**src/tsd_pkg.sv**
```systemverilog
`timescale 1ns / 1ps
// ----------------------------------------------------------------------------
// tsd_pkg
// shared types and constants of the type-length-value stream deframer
// ----------------------------------------------------------------------------
package tsd_pkg;

  // header sizes, type byte included
  localparam int HDR_LONG_BYTES  = 5;
  localparam int HDR_SHORT_BYTES = 3;

  // default depth of the queue between parser and output stage
  localparam int QUEUE_DEPTH_DEF = 4;

  // one result of the deframer
  typedef struct packed {
    logic [7:0] packet_type;
    logic [7:0] payload_byte;
    logic       first_of_packet;
    logic       last_of_packet;
    logic       empty_packet;
  } tsd_rec_t;

endpackage

```
**src/tsd_front.sv**
```systemverilog
`timescale 1ns / 1ps
// ----------------------------------------------------------------------------
// tsd_front
// header parser: walks type, length and payload bytes, builds result records
// ----------------------------------------------------------------------------
module tsd_front (
  input  logic              clk,
  input  logic              rst,
  input  logic              in_accept,
  input  logic [7:0]        in_byte,
  input  logic              long_length_type_we,
  input  logic [7:0]        long_length_type,
  output logic              rec_valid,
  output tsd_pkg::tsd_rec_t rec
);
  import tsd_pkg::*;

  localparam logic [1:0] PH_TYPE = 2'd0;
  localparam logic [1:0] PH_LEN  = 2'd1;
  localparam logic [1:0] PH_PAY  = 2'd2;

  logic [7:0]  long_type;
  logic [1:0]  phase, phase_next;
  logic [7:0]  held_type, held_type_next;
  logic [2:0]  len_left, len_left_next;
  logic [31:0] len_accum, len_accum_next;
  logic [31:0] payload_left, payload_left_next;
  logic        at_first, at_first_next;

  always_ff @(posedge clk) begin
    if (rst) begin
      long_type <= 8'd0;
    end else if (long_length_type_we) begin
      long_type <= long_length_type;
    end
  end

  always_comb begin
    phase_next        = phase;
    held_type_next    = held_type;
    len_left_next     = len_left;
    len_accum_next    = len_accum;
    payload_left_next = payload_left;
    at_first_next     = at_first;
    rec_valid         = 1'b0;
    rec               = '0;
    rec.packet_type   = held_type;
    if (in_accept) begin
      case (phase)
        PH_LEN: begin
          len_accum_next = {len_accum[23:0], in_byte};
          len_left_next  = len_left - 3'd1;
          if (len_left_next == 3'd0) begin
            if (len_accum_next == 32'd0) begin
              phase_next          = PH_TYPE;
              rec_valid           = 1'b1;
              rec.first_of_packet = 1'b1;
              rec.last_of_packet  = 1'b1;
              rec.empty_packet    = 1'b1;
            end else begin
              payload_left_next = len_accum_next;
              at_first_next     = 1'b1;
              phase_next        = PH_PAY;
            end
          end
        end
        PH_PAY: begin
          rec_valid           = 1'b1;
          rec.payload_byte    = in_byte;
          rec.first_of_packet = at_first;
          rec.last_of_packet  = (payload_left == 32'd1);
          payload_left_next   = payload_left - 32'd1;
          at_first_next       = 1'b0;
          if (payload_left == 32'd1) begin
            phase_next    = PH_TYPE;
            at_first_next = 1'b1;
          end
        end
        default: begin
          // type byte; the unused phase code lands here too
          held_type_next = in_byte;
          len_left_next  = (in_byte == long_type) ? 3'(HDR_LONG_BYTES - 1)
                                                  : 3'(HDR_SHORT_BYTES - 1);
          len_accum_next = 32'd0;
          phase_next     = PH_LEN;
        end
      endcase
    end
  end

  always_ff @(posedge clk) begin
    if (rst) begin
      phase        <= PH_TYPE;
      held_type    <= 8'd0;
      len_left     <= 3'd0;
      len_accum    <= 32'd0;
      payload_left <= 32'd0;
      at_first     <= 1'b1;
    end else begin
      phase        <= phase_next;
      held_type    <= held_type_next;
      len_left     <= len_left_next;
      len_accum    <= len_accum_next;
      payload_left <= payload_left_next;
      at_first     <= at_first_next;
    end
  end

  a_empty_marker: assert property (@(posedge clk) disable iff (rst)
    rec_valid && rec.empty_packet |->
      rec.first_of_packet && rec.last_of_packet && rec.payload_byte == 8'd0)
    else $error("empty marker not flagged as a whole packet");

  a_last_ends_packet: assert property (@(posedge clk) disable iff (rst)
    rec_valid && rec.last_of_packet |=> phase == PH_TYPE)
    else $error("parser did not return to type byte after last result");

  a_len_count_live: assert property (@(posedge clk) disable iff (rst)
    phase == PH_LEN |-> len_left != 3'd0)
    else $error("collecting length bytes with nothing left to collect");

endmodule

```
**src/tsd_queue.sv**
```systemverilog
`timescale 1ns / 1ps
// ----------------------------------------------------------------------------
// tsd_queue
// short queue of result records between parser and output stage
// ----------------------------------------------------------------------------
module tsd_queue #(
  parameter int DEPTH = tsd_pkg::QUEUE_DEPTH_DEF
) (
  input  logic              clk,
  input  logic              rst,
  input  logic              wr_en,
  input  tsd_pkg::tsd_rec_t wr_data,
  output logic              full,
  input  logic              rd_en,
  output logic              not_empty,
  output tsd_pkg::tsd_rec_t rd_data
);
  import tsd_pkg::*;

  localparam int PW = (DEPTH > 1) ? $clog2(DEPTH) : 1;
  localparam int CW = $clog2(DEPTH + 1);

  tsd_rec_t        slots [DEPTH];
  logic [PW-1:0]   wr_ptr, rd_ptr;
  logic [CW-1:0]   count;
  logic            do_wr, do_rd;

  assign full      = (count == CW'(DEPTH));
  assign not_empty = (count != '0);
  assign do_wr     = wr_en && !full;
  assign do_rd     = rd_en && not_empty;
  assign rd_data   = slots[rd_ptr];

  always_ff @(posedge clk) begin
    if (do_wr) begin
      slots[wr_ptr] <= wr_data;
    end
  end

  always_ff @(posedge clk) begin
    if (rst) begin
      wr_ptr <= '0;
      rd_ptr <= '0;
      count  <= '0;
    end else begin
      if (do_wr) begin
        wr_ptr <= (wr_ptr == PW'(DEPTH - 1)) ? '0 : wr_ptr + PW'(1);
      end
      if (do_rd) begin
        rd_ptr <= (rd_ptr == PW'(DEPTH - 1)) ? '0 : rd_ptr + PW'(1);
      end
      case ({do_wr, do_rd})
        2'b10:   count <= count + CW'(1);
        2'b01:   count <= count - CW'(1);
        default: count <= count;
      endcase
    end
  end

  a_count_bound: assert property (@(posedge clk) disable iff (rst)
    count <= CW'(DEPTH))
    else $error("queue count beyond depth");

  a_no_drop: assert property (@(posedge clk) disable iff (rst)
    wr_en |-> !full)
    else $error("request offered to a full queue");

  a_count_up: assert property (@(posedge clk) disable iff (rst)
    do_wr && !do_rd |=> count == $past(count) + CW'(1))
    else $error("queue count did not follow a write");

endmodule

```
**src/tsd_back.sv**
```systemverilog
`timescale 1ns / 1ps
// ----------------------------------------------------------------------------
// tsd_back
// output stage: holds the oldest result until the consumer pops it
// ----------------------------------------------------------------------------
module tsd_back (
  input  logic              clk,
  input  logic              rst,
  input  logic              q_not_empty,
  input  tsd_pkg::tsd_rec_t q_data,
  output logic              q_rd,
  input  logic              pop,
  output logic              empty,
  output tsd_pkg::tsd_rec_t out_rec
);
  import tsd_pkg::*;

  logic out_valid;

  // refill when the register is free or being taken this cycle
  assign q_rd  = q_not_empty && (!out_valid || pop);
  assign empty = !out_valid;

  always_ff @(posedge clk) begin
    if (rst) begin
      out_valid <= 1'b0;
    end else if (q_rd) begin
      out_valid <= 1'b1;
    end else if (pop) begin
      out_valid <= 1'b0;
    end
  end

  always_ff @(posedge clk) begin
    if (q_rd) begin
      out_rec <= q_data;
    end
  end

endmodule

```
**src/tlv_stream_deframer_unit.sv**
```systemverilog
`timescale 1ns / 1ps
// ----------------------------------------------------------------------------
// tlv_stream_deframer_unit
// splits a byte stream into type-length-value packets, one result per
// payload byte, tagged with the packet type
// ----------------------------------------------------------------------------
//  channel   handshake          payload
//  input     push / full        in_byte
//  result    pop / empty        packet_type, payload_byte, first_of_packet,
//                               last_of_packet, empty_packet
//  config    long_length_type_we long_length_type
//
//  one byte per cycle in while full is low; a result passes from the parser
//  through the queue into the output register (parser, queue, output register)
//  the parser loop over type, length and payload state sets the rate
//  full rises only when QUEUE_DEPTH results plus the output register wait
//  rst is synchronous; after it the parser waits for a type byte
// ----------------------------------------------------------------------------
module tlv_stream_deframer_unit #(
  parameter int QUEUE_DEPTH = tsd_pkg::QUEUE_DEPTH_DEF
) (
  input  logic       clk,
  input  logic       rst,
  input  logic       push,
  output logic       full,
  input  logic [7:0] in_byte,
  input  logic       pop,
  output logic       empty,
  output logic [7:0] packet_type,
  output logic [7:0] payload_byte,
  output logic       first_of_packet,
  output logic       last_of_packet,
  output logic       empty_packet,
  input  logic       long_length_type_we,
  input  logic [7:0] long_length_type
);
  import tsd_pkg::*;

  logic     in_accept;
  logic     rec_valid;
  tsd_rec_t rec;
  logic     q_not_empty;
  logic     q_rd;
  tsd_rec_t q_data;
  tsd_rec_t out_rec;

  assign in_accept = push && !full;

  tsd_front u_front (
    .clk                 (clk),
    .rst                 (rst),
    .in_accept           (in_accept),
    .in_byte             (in_byte),
    .long_length_type_we (long_length_type_we),
    .long_length_type    (long_length_type),
    .rec_valid           (rec_valid),
    .rec                 (rec)
  );

  tsd_queue #(
    .DEPTH (QUEUE_DEPTH)
  ) u_queue (
    .clk       (clk),
    .rst       (rst),
    .wr_en     (rec_valid),
    .wr_data   (rec),
    .full      (full),
    .rd_en     (q_rd),
    .not_empty (q_not_empty),
    .rd_data   (q_data)
  );

  tsd_back u_back (
    .clk         (clk),
    .rst         (rst),
    .q_not_empty (q_not_empty),
    .q_data      (q_data),
    .q_rd        (q_rd),
    .pop         (pop),
    .empty       (empty),
    .out_rec     (out_rec)
  );

  assign packet_type     = out_rec.packet_type;
  assign payload_byte    = out_rec.payload_byte;
  assign first_of_packet = out_rec.first_of_packet;
  assign last_of_packet  = out_rec.last_of_packet;
  assign empty_packet    = out_rec.empty_packet;

endmodule

```
**config.mk**
```make
export PLATFORM = sky130hd
export DESIGN_NAME = tlv_stream_deframer_unit
export DESIGN_NICKNAME = d
export VERILOG_FILES = /design/src/tsd_pkg.sv /design/src/tsd_front.sv /design/src/tsd_queue.sv /design/src/tsd_back.sv /design/src/tlv_stream_deframer_unit.sv
export SDC_FILE = /design/constraint.sdc
export NUM_CORES = 1
export LEC_CHECK = 0
export ABC_CLOCK_PERIOD_IN_PS = 4800
export BUFFER_PORTS_ARGS = -buffer_cell sky130_fd_sc_hd__buf_4
export CELL_PAD_IN_SITES_DETAIL_PLACEMENT = 1
export CELL_PAD_IN_SITES_GLOBAL_PLACEMENT = 1
export CORE_UTILIZATION = 49
export CTS_CLUSTER_SIZE = 40
export DETAILED_ROUTE_END_ITERATION = 10
export PLACE_DENSITY_LB_ADDON = 0.1
export SLEW_MARGIN = 20
export SYNTH_ARGS = -nofsm -noshare
export SYNTH_HDL_FRONTEND = slang
export SYNTH_SLANG_ARGS = --single-unit
```
**constraint.sdc**
```tcl
create_clock -name clk -period 4.8 [get_ports clk]
set_input_delay 0.96 -clock clk [delete_from_list [all_inputs] [get_ports clk]]
set_output_delay 0.96 -clock clk [all_outputs]
set_load 0.01 [all_outputs]
```
After elaboration in Yosys (flattened, before gate mapping) --
Memories as Yosys holds them, arrays and structs flattened. A register that Yosys moved wholly into a read port is not among the register bits. Index checks and enable logic that the tools add are counted.
Word-level totals: output and inout port bits 21, input bits 21, memory bits (writable) 76, register bits 86, logic and storage cells 81, memories 1
Cells by class: eq/ne operators 12, mux-type cells 31, reductions and logical operators 18, add/sub/neg operators 6, bitwise gates (word level) 2
Memories:
- u_queue.slots | depth 4, width 19, read ports 1, clocked after memory_dff 1, wr ports 1, RTL line tsd_queue.sv:23 | tsd_rec_t slots [DEPTH];
Operator list (count):
- 32-bit 2-to-1 mux | 2
- 32-bit one-hot mux with 2 select lines | 1
- 24-bit one-hot mux with 2 select lines | 1
- 32-bit by 1-bit equality test with 1-bit output (second input constant) | 1
- 32-bit logical NOT | 1
- 32-bit by 1-bit subtractor with 32-bit output (second input constant) | 1
- 3-bit one-hot mux with 2 select lines | 2
- 1-bit 2-to-1 mux | 11
- 11-bit 2-to-1 mux | 1
- 2-bit 2-to-1 mux | 5
- 3-bit 2-to-1 mux | 3
- 2-bit equality test (second input constant) | 4
- 8-bit equality test | 1
- 8-bit 2-to-1 mux | 1
- 2-bit one-hot mux with 2 select lines | 2
- 2-bit nonzero test | 3
- 3-bit by 1-bit subtractor with 3-bit output (second input constant) | 2
- 2-bit by 1-bit adder with 2-bit output (second input constant) | 2
- 2-bit by 1-bit equality test with 1-bit output (second input constant) | 2
- 1-bit logical AND | 4
- 2-bit by 1-bit inequality test with 1-bit output (second input constant) | 2
- 1-bit one-hot mux with 2 select lines | 2
- 2-bit AND reduction | 2
- 4-bit AND reduction | 1
- 10 further kinds | 12

Depth between registers and ports, before layout --
Gate-level depths: netlist of the first run.
depth after elaboration 8, mapped depth 13, gate-level depth less buffers 13

Modules after synthesis --
From an unflattened synthesis of the first run, not the netlist that was laid out.
Unflattened totals: cells, all modules 749, area, all modules 8244.2 um^2
By module, submodules not included:
- tsd_front | sequential area each 1561.5 um^2, area an instance 4372.9 um^2, instances 1, cells an instance 570
- tsd_queue | sequential area each 2462.4 um^2, area an instance 3241.9 um^2, instances 1, cells an instance 153
- tsd_back | sequential area each 590.6 um^2, area an instance 615.6 um^2, instances 1, cells an instance 25
- tlv_stream_deframer_unit | sequential area each 0.0 um^2, area an instance 13.8 um^2, instances 1, cells an instance 1

Least setup slack after synthesis of the first run --
Ideal clock, no wire load.
path type in2reg, from input in_byte[7], to register u_queue.count[2], slack 1.079 ns, buffers on the path 1, data arrival time 3.651 ns, stages 13, data required time 4.730 ns, library setup time 0.070 ns, cell sequence nor4_1 nand2_1 or4_1 clkbuf_1 or3_1 a21boi_1 inv_1 ha_1 inv_1 fa_1 xor2_1 or3_1 a21oi_1
On the way: cells in the longest elaborated chain, start to end 8, elaborated cells on any way between the ends 10, classes of those cells eq/ne: 2; mux: 5; reduce/logical: 3
RTL lines:
- from (decl) | RTL line tlv_stream_deframer_unit.sv:26 | input logic [7:0] in_byte,
- 32-bit logical NOT (*) | RTL line tsd_front.sv:54 | if (len_accum_next == 32'd0) begin
- 1-bit 2-to-1 mux (*) | RTL line tsd_front.sv:54
- 1-bit 2-to-1 mux (*) | RTL line tsd_front.sv:53 | if (len_left_next == 3'd0) begin
- 1-bit one-hot mux with 2 select lines (*) | RTL line tsd_front.sv:49 | case (phase)
- 1-bit 2-to-1 mux (*) | RTL line tsd_front.sv:48 | if (in_accept) begin
- 1-bit logical AND (*) | RTL line tsd_queue.sv:30 | assign do_wr = wr_en && !full;
- 2-bit by 1-bit equality test with 1-bit output or 2-bit equality test (tied branches) | RTL line tsd_queue.sv:52 | case ({do_wr, do_rd})
- 3-bit one-hot mux with 2 select lines or 2-bit nonzero test (tied branches)
- to (signal assigned) | RTL line tsd_queue.sv:53 | 2'b10: count <= count + CW'(1);
- to (signal assigned) | RTL line tsd_queue.sv:54 | 2'b01: count <= count - CW'(1);
- to (signal assigned) | RTL line tsd_queue.sv:55 | default: count <= count;
- to (decl) | RTL line tsd_queue.sv:25 | logic [CW-1:0] count;
Every way passes the cells marked *; elsewhere a longest branch is shown, timed or not. A chain may end at the register's enable or synchronous reset.

Final worst setup path of the first run --
Ends and elaborated chain as after synthesis.

==> results of run 1 <==
## sequential cells by signal (all words and copies together) (netlist names)
| name | count |
|---|---|
| u_queue.slots | 76 |
| u_front.len_accum | 24 |
| u_back.out_rec | 19 |
| u_front.long_type | 8 |
| u_queue.rd_ptr | 2 |
| u_front.len_left | 3 |
| u_front.phase | 2 |
| u_queue.wr_ptr | 2 |
| u_front.held_type | 8 |
| u_queue.count | 3 |
| u_back.out_valid | 1 |
| u_front.at_first | 1 |
| u_front.payload_left | 32 |
## critical path: stages
cell and delay (ns):
buf_4 0.14, nor4_1 0.27, nand2_1 0.09, or4_1 0.64
or3_1 0.44, a21boi_1 0.43, inv_1 0.14, ha_1 0.24
inv_1 0.07, fa_1 0.17, xor2_1 0.07, or3_1 0.32
a21oi_1 0.17
## Yosys cell counts (all sizes together), types with 2 or more instances
| cell | count | area share |
|---|---|---|
| or2 | 4 | 0.0032 |
| ha | 12 | 0.019 |
| nor3 | 19 | 0.012 |
| nand2b | 2 | 0.0016 |
| or4 | 11 | 0.011 |
| nor4 | 21 | 0.017 |
| nor2 | 40 | 0.019 |
| and2 | 7 | 0.0056 |
| buf | 4 | 0.0021 |
| o32ai | 4 | 0.0045 |
| o211ai | 2 | 0.0019 |
| o2bb2ai | 3 | 0.0033 |
| a31o | 2 | 0.0022 |
| nor3b | 2 | 0.0019 |
| nand3 | 38 | 0.024 |
| and3 | 18 | 0.014 |
| xnor2 | 2 | 0.0022 |
| o21a | 2 | 0.0019 |
| edfxtp | 95 | 0.36 |
| clkbuf | 44 | 0.021 |
| o31ai | 2 | 0.0019 |
| inv | 19 | 0.0091 |
| a22oi | 2 | 0.0019 |
| dfxtp | 86 | 0.22 |
| mux4 | 19 | 0.054 |
| nand4 | 2 | 0.0016 |
| xor2 | 9 | 0.010 |
| o31a | 4 | 0.0045 |
| o21ai | 46 | 0.030 |
| mux2 | 5 | 0.0072 |
| nor2b | 16 | 0.013 |
| mux2i | 11 | 0.014 |
| a21oi | 87 | 0.056 |
| or3 | 6 | 0.0048 |
| nand2 | 67 | 0.032 |
## stage by stage
stage	area [sq um]	setup WS [ns]	hold WS, ns	util	total power [mW]
2_1_floorplan	7860	1.08	0.432	-	2.64
3_3_place_gp	8360	0.716	0.441	0.542	3.02
3_5_place_dp	8360	0.540	0.455	0.542	3.07
4_1_cts	8950	0.954	0.466	0.580	4.45
5_1_grt	8960	0.725	0.494	0.581	4.62
6_report	8960	0.974	0.462	0.581	4.43
## final cells by class
| type | instances | area (sq um) | share of cell area |
|---|---|---|---|
| Inverter | 20 | 75.1 | 0.00838 |
| Clock inverter | 15 | 164 | 0.0183 |
| Clock buffer | 17 | 425 | 0.0475 |
| Sequential cell | 181 | 4570 | 0.511 |
| Tap cell | 211 | 264 | 0.0295 |
| Timing Repair Buffer | 55 | 413 | 0.0461 |
| Multi-Input combinational cell | 473 | 3040 | 0.340 |
## worst max-delay path by stage
stage	endpoint	slack [ns]	cells after the start
4_1_cts	u_queue.count[2]	0.95	13
6_report	u_queue.count[2]	0.97	13
3_3_place_gp	u_queue.count[2]	0.72	13
3_5_place_dp	u_queue.count[2]	0.54	13
2_1_floorplan	u_queue.count[2]	1.08	13
5_1_grt	u_queue.count[2]	0.73	13
## per-layer routing
layer  up-vias  track usage  part of all wire
met1      2890        0.327              0.43
li1       2708            -                 -
met2       131        0.458              0.51
met5         -            0                 0
met3        37       0.0437             0.033
met4         0        0.102             0.024
## where the power goes
group / internal [mW] / switching, mW
clock network: 0.706 / 0.683
registers: 1.81 / 0.0989
logic: 0.435 / 0.693
## layout by cell type, fill, tap and decap left out, types with 11 or more instances in the layout
cell type / instances
and3_1: 18
nand3_1: 38
buf_4: 55
ha_1: 11
o21ai_0: 44
mux4_2: 19
edfxtp_1: 95
nor4_1: 20
a21oi_1: 85
nor2_1: 40
mux2i_1: 11
clkbuf_16: 17
dfxtp_1: 86
nand2_1: 67
nor3_1: 19
nor2b_1: 16
inv_1: 19
## cells by family (layout without fill, tap and decap cells)
logic type	Yosys count	after routing	synth area share
multiplexers	35	35	0.0756
XOR/XNOR	11	11	0.0123
AND/OR/NAND/NOR	255	255	0.163
adder cells (fa/ha/maj)	13	13	0.0216
AO/OA/AOI/OAI	159	159	0.113
buffers and inverters	68	107	0.0328
flip-flops	181	181	0.582
==> results.json, run 1 <==
{
  "status": "finished clean",
  "finalSetupTns_ns": 0,
  "wl_per_cell_um": 20.9,
  "fin_skew_ns": 0.0152,
  "critPathLaunch": "in_byte[7]",
  "syn_to_final_growth_pct": 13.9,
  "wl_um": 20400,
  "tightest_slew_ns": 1.01,
  "grt_usage": 0.263,
  "drtIter0Drc": 333,
  "ys_ff_latch": 181,
  "syn_nets": 756,
  "antenna_left": 0,
  "placed_cells": 940,
  "vias": 5766,
  "drive_gt1_frac": 0.164,
  "yosysSeqAreaShare": 0.582,
  "overflow": 0,
  "n_antenna_cell": 0,
  "cp_max_fo": 7,
  "ir_worst_vdd_uv": 250,
  "cts.repair.resized": 0,
  "maxSlewHeadroom": 0.325,
  "r2r_slack_ns": 1.03,
  "rsz0062_at_grt": "no",
  "hold_buffers": 0,
  "antenna_found_initial": 0,
  "timing.rr.start": "u_front.len_accum[12]",
  "min_from": "u_front.len_left[1]",
  "core_sq_um": 15400,
  "via_per_inst": 5.93,
  "min_path_cells": 2,
  "max_freq_mhz": 261,
  "min_period_ns": 3.83,
  "grt_pass1_vias": 5955,
  "cts.clk_slew.worst_paths_ns": 0.08,
  "initial_core_util": 0.510,
  "clock_latency_ns": 0.44,
  "hold_class": "reg -> reg",
  "hpwl_um": 13400,
  "clkSinkCount": 181,
  "hold_viol_final": 0,
  "grt_max_degree": 89,
  "drc": 0,
  "min_delay_worst_endpoint": "u_front.len_left[1]",
  "cts_tree": "yes",
  "critPathLaunchType": "input port",
  "io_pins": 42,
  "clockRootBuffer": "clkbuf_16",
  "n_fill_cell": 1673,
  "setup_viol": 0,
  "power_density_nw_per_um2": 494,
  "die-area_sq_um": 16600,
  "die_h_um": 129,
  "io_buffers": 41,
  "rows": 45,
  "dr.pass1.iters": 5,
  "r2r_end": "u_queue.count[2]",
  "synthArstFlopShare": 0,
  "grt_pass1_wl_um": 32700,
  "synth_edf_count": 95,
  "required_ns": 5.15,
  "routabilityCongestion": 0.803,
  "synthesis.area_sq_um": 7860,
  "htreeDepth": 4,
  "synthCells": 722,
  "finalMaxSlewViolations": 0,
  "crit_type": "in -> reg",
  "syn_avg_cell_area_sq_um": 10.9,
  "cap_violations": 0,
  "ff2ff_path_depth": 12,
  "end_kind": "flop",
  "yosys_warnings": 0,
  "dieWidth_um": 129,
  "ys.flop_type": "edfxtp_1",
  "fin_cells": 972,
  "numCtsBuffers": 17,
  "synth_cell_types": 51,
  "clk_path_buf_depth": 2,
  "p_leak_nw": 3.24,
  "cts_post_setup_buffers_inserted": 0,
  "nets": 782,
  "arrival_ns": 4.17,
  "fin_crit_sh": 0.797
}
Note: power is estimated with default switching activity, not from simulation.
==> run 2: changes to the inputs <==
ABC_CLOCK_PERIOD_IN_PS = 3500   (was 4800)
CORE_UTILIZATION = 44   (was 49)
clock period = 3.5 ns   (was 4.8 ns; I/O delays follow)
==> run 2 against run 1 <==
Wire length shrank 1.8%; worst hold slack improved by 0.0073 ns; via count down 1.3%; global-route usage down 2.8 points; critical endpoint unchanged.
==> results.json, run 2 (synthesis gave the netlist of run 1 again) <==
{
  "critPathLaunchType": "flop",
  "crit_type": "reg -> reg",
  "grt_pass1_vias": 5954,
  "maxSlewHeadroom": 0.302,
  "grt_usage": 0.234,
  "syn_to_final_growth_pct": 16.1,
  "grt_max_degree": 53,
  "dr.pass1.iters": 6,
  "wl_met1_um": 8810,
  "finalSetupTns_ns": 0,
  "antenna_found_initial": 0,
  "end_kind": "flop",
  "die-area_sq_um": 18400,
  "overflow": 0,
  "setup_viol": 0,
  "cts_post_setup_buffers_inserted": 0,
  "cts.repair.resized": 0,
  "largestRegisters": "u_queue.slots (76), u_front.payload_left (32), u_front.len_accum (24)",
  "top_layer": "met4",
  "numCtsBuffers": 17,
  "power_density_nw_per_um2": 663,
  "final_util": 0.526,
  "drc": 0,
  "clk_path_buf_depth": 2,
  "crit_end": "u_queue.count[2]",
  "seq_power_share": 0.433,
  "hold_buffers": 0,
  "status": "finished clean",
  "clkPwrFrac": 0.306,
  "met3_length_um": 547,
  "min_period_ns": 3.18,
  "nets": 798,
  "cts.clk_slew.worst_paths_ns": 0.07,
  "io_pins": 42,
  "largest-register": "u_queue.slots",
  "clkSinkCount": 181,
  "dr_wl_met2_um": 10200,
  "vias": 5693,
  "dieWidth_um": 136,
  "cts_tree": "yes",
  "hold_class": "reg -> reg",
  "final_common_cell": "edfxtp_1",
  "htreeDepth": 4,
  "p_sw_frac": 0.326,
  "max_freq_mhz": 314,
  "largest_reg_flops": 76,
  "finalMaxSlewViolations": 0,
  "cp_max_fo": 4,
  "hold_viol_final": 0,
  "timing.rr.start": "u_front.len_accum[1]",
  "pre_cts_slack_ns": -0.0294,
  "fin_crit_sh": 0.910,
  "rows": 48,
  "worstSetupPathDepth": 12,
  "arrival_ns": 3.53,
  "antenna_left": 0,
  "fin_cells": 1002,
  "fin_skew_ns": 0.0103,
  "cpLargestDelayFamily": "simple AND/OR/NAND/NOR gates",
  "grt_pass1_wl_um": 32600,
  "setup_slack_ns": 0.316,
  "ff2ff_path_depth": 12,
  "critPathLaunch": "u_front.len_accum[1]",
  "drive_gt1_frac": 0.180,
  "final_cell_mix": "edfxtp_1, dfxtp_1, a21oi_1",
  "core_sq_um": 17400,
  "slowest_delay_ns": 0.52,
  "p_leak_nw": 3.32,
  "ir_worst_vdd_uv": 395,
  "cap_violations": 0,
  "io_buffers": 41,
  "p_sw_mw": 1.97,
  "wl_per_cell_um": 19.9,
  "critPathBufInv": 2,
  "n_antenna_cell": 0,
  "routabilityCongestion": 0.854,
  "comb_power_share": 0.260,
  "rsz0062_at_grt": "no",
  "p_int_mw": 4.08,
  "clockRootBuffer": "clkbuf_16",
  "r2r_end": "u_queue.count[2]",
  "hpwl_um": 13600,
  "placed_cells": 970,
  "path_cells": "nor4_1 -> nand2_1 -> or4_1 -> or3_1 -> a21boi_1 -> inv_1 -> ha_1 -> inv_1 -> fa_1 -> xor2_1 -> or3_1 -> a21oi_1",
  "die_h_um": 136,
  "via_per_inst": 5.68,
  "r2r_slack_ns": 0.32,
  "wl_um": 20000,
  "cp_slowest_cell": "or4_1",
  "tightest_slew_ns": 1.05,
  "clock_latency_ns": 0.43,
  "required_ns": 3.85,
  "drtIter0Drc": 275,
  "initial_core_util": 0.453,
  "p_total_mw": 6.05
}
==> run 2: cell types whose count changed in the layout (fill, tap and decap cells not counted) <==
| cell | before | now |
|---|---|---|
| buf_12 | 0 | 4 |
| buf_4 | 55 | 67 |
| clkinv_2 | 0 | 1 |
| clkinv_4 | 1 | 3 |
| clkinvlp_4 | 0 | 1 |
| inv_12 | 1 | 0 |
| inv_6 | 7 | 3 |
| inv_8 | 4 | 5 |
| nor4_1 | 20 | 21 |
| nor4_2 | 1 | 0 |
==> run 2: final cells by class <==
cell class	count	area, sq um
timing repair buffer	71	583
multi-input combinational	473	3040
tap	225	282
clock inverter	15	154
inverter	20	75.1
clock buffer	17	425
sequential	181	4570
fill	1857	8230
==> run 2: worst min-delay path, stage by stage, from the launching register on <==
cell,delay [ns]
dfxtp_1,0.32
o21ai_2,0.05
a21oi_1,0.05
==> run 2: worst min-delay path by stage <==
stage	slack, ns	cells past startpoint	from	end
floorplan	0.43	2	u_front.len_left[1]	u_front.len_left[1]
global placement	0.44	2	u_front.len_left[1]	u_front.len_left[1]
detailed placement	0.46	2	u_front.payload_left[27]	u_front.payload_left[27]
CTS	0.47	2	u_front.payload_left[27]	u_front.payload_left[27]
global route	0.49	2	u_front.len_accum[18]	u_front.len_accum[18]
finish	0.47	2	u_front.payload_left[27]	u_front.payload_left[27]
==> run 2: routing by layer <==
metal	global-route usage	vias to the layer above
met2	0.406	86
met5	0	-
met3	0.0318	23
met1	0.296	2844
met4	0.0874	0
li1	-	2740
==> run 2: stage by stage <==
| step | area, sq um | hold WS, ns |
|---|---|---|
| 2_1_floorplan | 7860 | 0.432 |
| 3_3_place_gp | 8550 | 0.439 |
| 3_5_place_dp | 8550 | 0.458 |
| 4_1_cts | 9130 | 0.468 |
| 5_1_grt | 9130 | 0.492 |
| 6_report | 9130 | 0.469 |
==> run 2: power by group through the flow <==
stage | sequential (mW) | clock, mW | combinational [mW]
2_1_floorplan | 2.68 | 0 | 0.948
3_3_place_gp | 2.66 | 0 | 1.54
3_5_place_dp | 2.68 | 0 | 1.59
4_1_cts | 2.63 | 1.89 | 1.60
5_1_grt | 2.65 | 1.97 | 1.74
6_report | 2.62 | 1.85 | 1.58
